## src/hdl/bamr_pkg.sv

```systemverilog
// ----------------------------------------------------------------------------
// Bus address map package
// Shared types and constants for the bus address map registers block.
// ----------------------------------------------------------------------------
`default_nettype none

package bamr_pkg;

    localparam int ENTRY_COUNT = 32;
    localparam int ENTRY_W     = $clog2(ENTRY_COUNT);
    localparam int PHYS_W      = 22;
    localparam int BUS_W       = 18;
    localparam int OFF_W       = 13;
    localparam int BYTE_W      = 8;
    localparam int HIGH_W      = PHYS_W - 2 * BYTE_W;
    localparam int REGOFF_W    = 7;

    localparam logic [PHYS_W-1:0]  IO_PAGE_BASE = 22'o17760000;
    localparam logic [ENTRY_W-1:0] PAGE_IO      = 5'o37;

    typedef enum logic [1:0] {
        ACT_READ  = 2'd0,
        ACT_WRITE = 2'd1,
        ACT_XLATE = 2'd2,
        ACT_NONE  = 2'd3
    } t_action;

    typedef enum logic [1:0] {
        LANE_LOW  = 2'd0,
        LANE_MID  = 2'd1,
        LANE_HIGH = 2'd2,
        LANE_NONE = 2'd3
    } t_lane;

    typedef enum logic {
        CFG_MAP_ENABLE  = 1'b0,
        CFG_MAP_PRESENT = 1'b1
    } t_cfg_index;

    typedef enum logic {
        ST_IDLE = 1'b0,
        ST_LOOK = 1'b1
    } t_state;

    typedef struct packed {
        logic load;
        logic finish;
    } t_cmd;

    typedef struct packed {
        logic out_busy;
    } t_sts;

endpackage

`default_nettype wire

```

## src/hdl/bamr_ram.sv

```systemverilog
// ----------------------------------------------------------------------------
// Generic RAM
// One write port and one read port with registered read data.
// ----------------------------------------------------------------------------
`default_nettype none

module bamr_ram #(
    parameter int WIDTH = 8,
    parameter int DEPTH = 32
) (
    input  wire logic                     i_clk,
    input  wire logic                     i_we,
    input  wire logic [$clog2(DEPTH)-1:0] i_waddr,
    input  wire logic [WIDTH-1:0]         i_wdata,
    input  wire logic                     i_re,
    input  wire logic [$clog2(DEPTH)-1:0] i_raddr,
    output logic      [WIDTH-1:0]         o_rdata
);

    logic [WIDTH-1:0] r_mem [DEPTH];

    always_ff @(posedge i_clk) begin
        if (i_we) begin
            r_mem[i_waddr] <= i_wdata;
        end
        if (i_re) begin
            o_rdata <= r_mem[i_raddr];
        end
    end

endmodule

`default_nettype wire

```

## src/hdl/bamr_ctrl.sv

```systemverilog
// ----------------------------------------------------------------------------
// Bus address map controller
// Sequences table lookup and completion of one item at a time.
// ----------------------------------------------------------------------------
`default_nettype none

module bamr_ctrl (
    input  wire logic          i_clk,
    input  wire logic          i_rst_n,
    input  wire logic          i_in_valid,
    output logic               o_in_stall,
    input  wire bamr_pkg::t_sts i_sts,
    output bamr_pkg::t_cmd     o_cmd
);

    import bamr_pkg::*;

    t_state r_state;
    t_state n_state;

    always_ff @(posedge i_clk) begin
        if (!i_rst_n) begin
            r_state <= ST_IDLE;
        end else begin
            r_state <= n_state;
        end
    end

    always_comb begin
        n_state    = r_state;
        o_cmd      = '0;
        o_in_stall = 1'b1;
        unique case (r_state)
            ST_IDLE: begin
                o_in_stall = 1'b0;
                if (i_in_valid) begin
                    o_cmd.load = 1'b1;
                    n_state    = ST_LOOK;
                end
            end
            ST_LOOK: begin
                if (!i_sts.out_busy) begin
                    o_cmd.finish = 1'b1;
                    n_state      = ST_IDLE;
                end
            end
            default: begin
                n_state = ST_IDLE;
            end
        endcase
    end

endmodule

`default_nettype wire

```

## src/hdl/bamr_dp.sv

```systemverilog
// ----------------------------------------------------------------------------
// Bus address map datapath
// Relocation table, byte lane access, address translation and result register.
// ----------------------------------------------------------------------------
`default_nettype none

module bamr_dp (
    input  wire logic                          i_clk,
    input  wire logic                          i_rst_n,
    input  wire logic                          i_cfg_we,
    input  wire logic                          i_cfg_index,
    input  wire logic                          i_cfg_data,
    input  wire logic [1:0]                    i_action,
    input  wire logic [bamr_pkg::REGOFF_W-1:0] i_reg_offset,
    input  wire logic [bamr_pkg::BYTE_W-1:0]   i_write_byte,
    input  wire logic [bamr_pkg::BUS_W-1:0]    i_bus_address,
    input  wire logic                          i_out_stall,
    input  wire bamr_pkg::t_cmd                i_cmd,
    output bamr_pkg::t_sts                     o_sts,
    output logic                               o_out_valid,
    output logic      [bamr_pkg::BYTE_W-1:0]   o_read_byte,
    output logic      [bamr_pkg::PHYS_W-1:0]   o_physical_address
);

    import bamr_pkg::*;

    logic                r_map_enable;
    logic                r_map_present;
    logic [ENTRY_COUNT-1:0] r_valid;
    logic                r_rd_valid;
    t_action             r_action;
    t_lane               r_lane;
    logic [ENTRY_W-1:0]  r_entry;
    logic [BYTE_W-1:0]   r_wbyte;
    logic [BUS_W-1:0]    r_addr;
    logic                r_out_valid;
    logic [BYTE_W-1:0]   r_read_byte;
    logic [PHYS_W-1:0]   r_phys;

    logic [ENTRY_W-1:0]  rd_addr;
    logic [PHYS_W-1:0]   ram_q;
    logic [PHYS_W-1:0]   ent;
    logic [PHYS_W-1:0]   wr_value;
    logic                wr_en;
    logic [BYTE_W-1:0]   n_read_byte;
    logic [PHYS_W-1:0]   n_phys;
    logic [OFF_W-1:0]    page_off;
    logic [ENTRY_W-1:0]  page;

    always_comb begin
        if (t_action'(i_action) == ACT_XLATE) begin
            rd_addr = i_bus_address[BUS_W-1:OFF_W];
        end else begin
            rd_addr = i_reg_offset[REGOFF_W-1:2];
        end
    end

    bamr_ram #(
        .WIDTH (PHYS_W),
        .DEPTH (ENTRY_COUNT)
    ) u_table (
        .i_clk   (i_clk),
        .i_we    (wr_en),
        .i_waddr (r_entry),
        .i_wdata (wr_value),
        .i_re    (i_cmd.load),
        .i_raddr (rd_addr),
        .o_rdata (ram_q)
    );

    assign ent      = r_rd_valid ? ram_q : '0;
    assign page     = r_addr[BUS_W-1:OFF_W];
    assign page_off = r_addr[OFF_W-1:0];

    always_comb begin
        n_read_byte = '0;
        n_phys      = '0;
        wr_value    = ent;
        wr_en       = 1'b0;
        unique case (r_action)
            ACT_READ: begin
                unique case (r_lane)
                    LANE_LOW:  n_read_byte = {ent[BYTE_W-1:1], 1'b0};
                    LANE_MID:  n_read_byte = ent[2*BYTE_W-1:BYTE_W];
                    LANE_HIGH: n_read_byte = {{(BYTE_W-HIGH_W){1'b0}}, ent[PHYS_W-1:2*BYTE_W]};
                    LANE_NONE: n_read_byte = '0;
                    default:   n_read_byte = '0;
                endcase
            end
            ACT_WRITE: begin
                unique case (r_lane)
                    LANE_LOW: begin
                        wr_value = {ent[PHYS_W-1:BYTE_W], r_wbyte[BYTE_W-1:1], 1'b0};
                        wr_en    = i_cmd.finish;
                    end
                    LANE_MID: begin
                        wr_value = {ent[PHYS_W-1:2*BYTE_W], r_wbyte, ent[BYTE_W-1:0]};
                        wr_en    = i_cmd.finish;
                    end
                    LANE_HIGH: begin
                        wr_value = {r_wbyte[HIGH_W-1:0], ent[2*BYTE_W-1:0]};
                        wr_en    = i_cmd.finish;
                    end
                    LANE_NONE: wr_en = 1'b0;
                    default:   wr_en = 1'b0;
                endcase
            end
            ACT_XLATE: begin
                if (!r_map_present || !r_map_enable) begin
                    n_phys = {{(PHYS_W-BUS_W){1'b0}}, r_addr};
                end else if (page == PAGE_IO) begin
                    n_phys = IO_PAGE_BASE + {{(PHYS_W-OFF_W){1'b0}}, page_off};
                end else begin
                    n_phys = ent + {{(PHYS_W-OFF_W){1'b0}}, page_off};
                end
            end
            ACT_NONE: begin
                n_phys = '0;
            end
            default: begin
                n_phys = '0;
            end
        endcase
    end

    always_ff @(posedge i_clk) begin
        if (!i_rst_n) begin
            r_map_enable  <= 1'b0;
            r_map_present <= 1'b1;
            r_valid       <= '0;
            r_out_valid   <= 1'b0;
        end else begin
            if (i_cfg_we) begin
                unique case (t_cfg_index'(i_cfg_index))
                    CFG_MAP_ENABLE:  r_map_enable  <= i_cfg_data;
                    CFG_MAP_PRESENT: r_map_present <= i_cfg_data;
                    default: ;
                endcase
            end
            if (wr_en) begin
                r_valid[r_entry] <= 1'b1;
            end
            if (i_cmd.finish) begin
                r_out_valid <= 1'b1;
            end else if (!i_out_stall) begin
                r_out_valid <= 1'b0;
            end
        end
    end

    always_ff @(posedge i_clk) begin
        if (i_cmd.load) begin
            r_action   <= t_action'(i_action);
            r_lane     <= t_lane'(i_reg_offset[1:0]);
            r_entry    <= i_reg_offset[REGOFF_W-1:2];
            r_wbyte    <= i_write_byte;
            r_addr     <= i_bus_address;
            r_rd_valid <= r_valid[rd_addr];
        end
        if (i_cmd.finish) begin
            r_read_byte <= n_read_byte;
            r_phys      <= n_phys;
        end
    end

    assign o_sts.out_busy      = r_out_valid && i_out_stall;
    assign o_out_valid         = r_out_valid;
    assign o_read_byte         = r_read_byte;
    assign o_physical_address  = r_phys;

endmodule

`default_nettype wire

```

## src/hdl/bus_address_map_registers.sv

```systemverilog
// ----------------------------------------------------------------------------
// Bus address map registers
// Thirty-two relocation registers with byte access and 18-to-22 bit address
// translation.
// ----------------------------------------------------------------------------
// Channel   Direction  Handshake               Payload
// in        input      i_in_valid / o_in_stall i_action, i_reg_offset,
//                                              i_write_byte, i_bus_address
// out       output     o_out_valid/ i_out_stall o_read_byte, o_physical_address
// cfg       input      i_cfg_we                i_cfg_index, i_cfg_data
//
// Each item passes through a registered table read, then forms the result and
// writes the table back.
// The result register must be free before an item completes, so a stalled
// output holds the block in the state that forms the result.
// Reset is synchronous; the table entries are cleared at once through
// per-entry valid bits, so no clearing pass is needed.
// ----------------------------------------------------------------------------
`default_nettype none

module bus_address_map_registers (
    input  wire logic                          i_clk,
    input  wire logic                          i_rst_n,
    input  wire logic                          i_cfg_we,
    input  wire logic                          i_cfg_index,
    input  wire logic                          i_cfg_data,
    input  wire logic                          i_in_valid,
    output logic                               o_in_stall,
    input  wire logic [1:0]                    i_action,
    input  wire logic [bamr_pkg::REGOFF_W-1:0] i_reg_offset,
    input  wire logic [bamr_pkg::BYTE_W-1:0]   i_write_byte,
    input  wire logic [bamr_pkg::BUS_W-1:0]    i_bus_address,
    output logic                               o_out_valid,
    input  wire logic                          i_out_stall,
    output logic      [bamr_pkg::BYTE_W-1:0]   o_read_byte,
    output logic      [bamr_pkg::PHYS_W-1:0]   o_physical_address
);

    import bamr_pkg::*;

    t_cmd cmd;
    t_sts sts;

    bamr_ctrl u_ctrl (
        .i_clk      (i_clk),
        .i_rst_n    (i_rst_n),
        .i_in_valid (i_in_valid),
        .o_in_stall (o_in_stall),
        .i_sts      (sts),
        .o_cmd      (cmd)
    );

    bamr_dp u_dp (
        .i_clk              (i_clk),
        .i_rst_n            (i_rst_n),
        .i_cfg_we           (i_cfg_we),
        .i_cfg_index        (i_cfg_index),
        .i_cfg_data         (i_cfg_data),
        .i_action           (i_action),
        .i_reg_offset       (i_reg_offset),
        .i_write_byte       (i_write_byte),
        .i_bus_address      (i_bus_address),
        .i_out_stall        (i_out_stall),
        .i_cmd              (cmd),
        .o_sts              (sts),
        .o_out_valid        (o_out_valid),
        .o_read_byte        (o_read_byte),
        .o_physical_address (o_physical_address)
    );

endmodule

`default_nettype wire

```

## config.mk

```make
export PLATFORM = sky130hd
export DESIGN_NAME = bus_address_map_registers
export DESIGN_NICKNAME = d
export VERILOG_FILES = /design/src/hdl/bamr_pkg.sv /design/src/hdl/bamr_ram.sv /design/src/hdl/bamr_ctrl.sv /design/src/hdl/bamr_dp.sv /design/src/hdl/bus_address_map_registers.sv
export SDC_FILE = /design/constraint.sdc
export NUM_CORES = 1
export LEC_CHECK = 0
export ABC_CLOCK_PERIOD_IN_PS = 6350
export BUFFER_PORTS_ARGS = -buffer_cell sky130_fd_sc_hd__buf_4
export CAP_MARGIN = 40
export CORE_UTILIZATION = 52
export CTS_CLUSTER_SIZE = 16
export DETAILED_ROUTE_END_ITERATION = 12
export GPL_ROUTABILITY_DRIVEN = 0
export PLACE_DENSITY_LB_ADDON = 0.3
export SETUP_SLACK_MARGIN = 0.3
export SLEW_MARGIN = 10
export SYNTH_ARGS = -nofsm -noshare
export SYNTH_HDL_FRONTEND = slang
export SYNTH_SLANG_ARGS = --single-unit
export TNS_END_PERCENT = 30
```

## constraint.sdc

```tcl
create_clock -name i_clk -period 6.35 [get_ports i_clk]
set_clock_uncertainty 0.2 [all_clocks]
set_input_delay 1.27 -clock i_clk [delete_from_list [all_inputs] [get_ports i_clk]]
set_output_delay 1.27 -clock i_clk [all_outputs]
set_load 0.05 [all_outputs]
```

# Yosys cells after proc, flatten, opt, wreduce, memory -nomap -nowiden
# Memory sizes are Yosys's and may differ from the RTL's. A register that Yosys moved wholly into a read port is not among the register bits.
# Cells that the tools add are included.
# word_totals
register_bits	102
inputBits	42
wordCells	67
mem_count	1
out_inout_bits	32
mem_bits_rw	704
# op_classes
muxes	24
n_bitwise	4
n_reduce_logical	11
add_sub_neg	2
n_eq_ne	8
magnitude_cmp	3
# memory_table
memory	words	width	read_ports	rd_ports_with_merged_regs	wr	line_no	text
u_dp.u_table.r_mem	32	22	1	1	1	bamr_ram.sv:20	logic [WIDTH-1:0] r_mem [DEPTH];
# ops
operator	count
two-way mux 22 bit	3
one-hot mux 22 bit (3 select lines)	1
bitwise OR 32 bit	1
one-hot mux 8 bit (4 select lines)	1
adder 22 x 13 -> 22 bit	1
two-way mux 18 bit	1
adder 14 x 14 -> 15 bit, first input constant	1
two-way mux 1 bit	13
< comparator 5 x 6 -> 1 bit, second input constant	2
== test 2 bit, second input constant	4
binary-select mux 1 bit (select 5 bit)	1
demux 1 bit (select 5 bit)	1
== test 5 bit, second input constant	1
greater-or-equal comparator 5 x 1 -> 1 bit, second input constant	1
two-way mux 5 bit	1
== test 2 x 1 -> 1 bit, second input constant	2
logical NOT 2 bit	2
one-hot mux 1 bit (2 select lines)	2
AND reduction 2 bit	2
inverter 1 bit	3
OR reduction 3 bit	1
logical AND 1 bit	2
logical NOT 1 bit	2
!= test 2 x 1 -> 1 bit, second input constant	1
2 further kinds	2

# Depth between registers and ports, before layout
# logic_depth
word_depth	7
depth_mapped	14
depth_no_buf	11

# Cells and area by module
# From an unflattened synthesis, not the netlist that was laid out.
# hier_totals
hier_cells	2122
area_unflattened_um2	33816.2
# modules_own_cells
mod	seq_area_each_um2	cells_per_inst	area_per_inst_um2	instances
bamr_ram	21800.9	1550	28205.8	1
bamr_dp	2682.6	567	5564.1	1
bamr_ctrl	20.0	5	46.3	1

# Worst setup path after synthesis
# OpenSTA, ideal clock, no wires.
# synth_path
kind	input-to-reg
from	in i_out_stall
to	mem u_dp.u_table.r_mem[28][0] (netlist bit) (enable)
required_ns	5.748
path_slack_ns	0.475
setup_time_ns	0.402
cell_stages	4
t_arrival_ns	5.272
cell_sequence	a21boi_0 and3_1 nand3_1 nor2_1
# synth_between
elab_chain_len	7
# synth_rtl
item	line_no	text
start, declared	bus_address_map_registers.sv:34	input wire logic i_out_stall,
logical AND 1 bit	bamr_dp.sv:166	assign o_sts.out_busy = r_out_valid && i_out_stall;
two-way mux 1 bit	bamr_ctrl.sv:42	if (!i_sts.out_busy) begin
two-way mux 1 bit	bamr_ctrl.sv:33	unique case (r_state)
one-hot mux 1 bit (2 select lines)	bamr_dp.sv:91	unique case (r_lane)
two-way mux 1 bit	bamr_dp.sv:80	unique case (r_action)
two-way mux 1 bit	bamr_ram.sv:23	if (i_we) begin
two-way mux 1 bit (not written as such)	bamr_ram.sv:24	r_mem[i_waddr] <= i_wdata;
end, declared	bamr_ram.sv:20	
# No other way between the ends.

# Worst setup path after layout
# layout_path
from	reg u_dp.r_rd_valid
to	reg u_dp.r_phys[17], in the netlist u_dp.o_physical_address[17] (data pin)
# layout_between
elab_chain_len	4
# layout_rtl
item	line_no	text
start, declared	bamr_dp.sv:30	logic r_rd_valid;
start signal, assigned	bamr_dp.sv:158	r_rd_valid <= r_valid[rd_addr];
two-way mux 22 bit	bamr_dp.sv:71	assign ent = r_rd_valid ? ram_q : '0;
adder 22 x 13 -> 22 bit	bamr_dp.sv:114	n_phys = ent + {{(PHYS_W-OFF_W){1'b0}}, page_off};
two-way mux 22 bit	bamr_dp.sv:111	end else if (page == PAGE_IO) begin
two-way mux 18 bit	bamr_dp.sv:109	if (!r_map_present || !r_map_enable) begin
end signal, assigned	bamr_dp.sv:162	r_phys <= n_phys;
end, declared	bamr_dp.sv:38	logic [PHYS_W-1:0] r_phys;
# No other way between the ends.
# A chain may end at the register's enable or synchronous reset.

==> flow_summary.toml <==
[outcome]
status = "finished, final reports clean"

[detailed_routing]
wl_met3_um = 6350
ant_nets = 0
drt-total-wl_um = 77000
vias = 17941
viasPerCell = 6.16
routedWlPerCell_um = 26.4
drt_iter0_markers = 1889
dr.pass1.iters = 6
wl_met1_um = 31200
drc = 0
wl_met2_um = 37400
highest_layer = "met4"

[sta]
maxSlewHeadroom_pct = 40.2
finalHoldViolCount = 0
setup_viol = 0
tightest_slew_ps = 893
slew_violations = 0
fin_crit_sh_pct = 62.8
fin_crit_ps = 3990
fmax_mhz = 251
tns_ps = 0
rsz0062_at_grt = "no"

[placement]
dp_hpwl_um = 45700
io_buffers = 73

[floorplanning]
core_um2 = 63000
io_pins = 74
rows = 92
fp.dieH_um = 254
die_area_um2 = 64600
die_w_um = 254
floorplan.initialDensity_pct = 52.5

[synth]
ys_ff_latch = 828
synth_top_area_share_pct = 72.0
postSynthNetCount = 1919
netlist_instances = 1868
ys_types = 66
yosysWarnings = 0
synth-xor-area-share_pct = 0.345
synth_area_leader_cell = "edfxtp_1"
async_flop_share_pct = 0
synth-compound-area-share_pct = 3.36
synth_top_family_by_area = "multiplexers"
synthSimpleGateAreaFrac_pct = 7.08
synthTopCellsByArea = "edfxtp_1, mux4_2, nand2_1"
synth.area.mux_share_pct = 13.2
synth_ff_type = "edfxtp_1"
syn_avg_cell_area_um2 = 17.7
seq_area_frac_synth_pct = 74.2
synth_fa_ha_area_share_pct = 0.409
synth_edf_count = 792
synthesis.area_um2 = 33000

[global_routing]
grt_antenna_before_repair = 1
grt_first_pass_wirelength_um = 114000
gr-total-overflow = 0
grt_max_degree = 59
track_usage_pct = 24.3
grt_pass1_vias = 18034

[worst_setup_path]
arrival_ps = 4160
crit_fanout = 23
cp.required_ps = 6520
crit_type = "flop to flop"
cp-start-kind = "flop"
cp-end-kind = "flop"

[clocking]
clkSlewWorstSetupHoldPaths_ps = 60
post_cts_buffers = 0
cts-resized-gates = 0
clk_latency_ps = 630
hold_buffers = 0
cts-root-buf = "clkbuf_16"
cts_tree = "yes"
cts.sinks = 828
clockBufferDepth = 3
cts_buffers = 82
cts-htree-levels = 3

[layout]
diodes = 0
area_growth_pct = 14.9
final_layout_size_suffix_gt1_share_pct = 26.2
mostFrequentLayoutCells = "edfxtp_1, nand2_1, mux4_2"
postLayoutCoreUtil_pct = 60.3
fin_nets = 2049
layout_commonest_cell = "edfxtp_1"

[power]
powerDensity_nw_per_um2 = 320
leakagePower_uw = 0.0126
finalPower_uw = 12100
ir_drop_mv = 0.170

[min_path]
hold_class = "flop to flop"

[run]
maxCapViolations = 0
## flip-flops by register name (all words and copies together) (netlist names), 2 cells and up
name	flops
u_dp.r_wbyte	8
u_dp.r_entry	5
u_dp.o_read_byte	8
u_dp.u_table.r_mem	704
u_dp.u_table.o_rdata	22
u_dp.r_lane	2
u_dp.r_action	2
u_dp.r_addr	18
u_dp.r_valid	32
u_dp.o_physical_address	22
## worst max-delay path, cell delays in order (launching register included)
cell,delay (ps)
edfxtp_1,850
nand2_1,240
inv_1,130
ha_1,270
o21ai_1,150
a2111oi_4,420
nand2_1,110
nor4_2,470
o41ai_4,190
and2_4,200
o21a_1,160
o311a_1,330
## final timing paths
kind                    startpoint                     endpoint  slack, ps  depth (start not counted)
hold reg to reg   u_dp.r_valid[28]             u_dp.r_valid[28]        260                          1
hold / removal    u_dp.r_valid[28]             u_dp.r_valid[28]        260                          1
setup reg to reg   u_dp.r_rd_valid  u_dp.o_physical_address[17]       2360                         11
setup / recovery   u_dp.r_rd_valid  u_dp.o_physical_address[17]       2360                         11
## power breakdown
part           switching, µW  internal [µW]  leakage (µW)  total (µW)
Combinational            619            353       0.00371         972
Clock                   2040           2950       0.00134        4990
Sequential              61.2           6110       0.00757        6170
Total                   2720           9410        0.0126       12100
## cell type report
class	count	area, µm²
Clock inverter	58	654
Fill cell	4446	25000
Inverter	8	30.0
Timing Repair Buffer	152	1300
Multi-Input combinational cell	926	8290
Clock buffer	94	2130
Sequential cell	828	24500
Tap cell	846	1060
## synthesized netlist by cell type, types with 4 or more instances
cell,number
edfxtp_1,792
nand2_1,274
mux4_2,184
nand3_1,129
nor2_1,59
clkbuf_1,57
buf_2,37
o21ai_0,37
a21oi_1,36
dfxtp_1,36
o21a_1,35
o21ai_1,19
mux2i_1,12
nor2b_1,11
and2_1,10
buf_1,10
and3_1,9
ha_1,9
inv_1,8
mux2_2,8
nor3_1,8
xor2_1,8
a31oi_1,5
nand2b_1,5
xnor2_1,5
a21o_1,4
nand4b_1,4
o211ai_1,4
o22ai_1,4
or3_1,4
## metrics by stage
step | setup WS (ps) | cells | area, µm² | hold WS (ps)
finish | 2360 | 2912 | 38000 | 262
global route | 2090 | 2912 | 38000 | 281
CTS | 2350 | 2912 | 38000 | 267
detailed placement | 1720 | 2760 | 35200 | 253
global placement | 1740 | 2742 | 34900 | 241
floorplan | 475 | 1868 | 33000 | 233
## layer usage
metal  global-route usage [%]  vias up
li1                         -     7656
met5                        0        -
met4                     8.50        0
met2                     39.2      916
met1                     34.0     9228
met3                     3.77      141
## cell families (layout without fill, tap and decap cells)
logic type	count (synthesis)	count (layout)
AOI/OAI and AO/OA	169	169
xor gates and xnor gates	13	13
adders and majority gates	11	11
buffers and inverters	114	312
DFF	828	828
muxes	204	204
and+or+nand+nor	529	529
(Power assumes the default switching activity.)
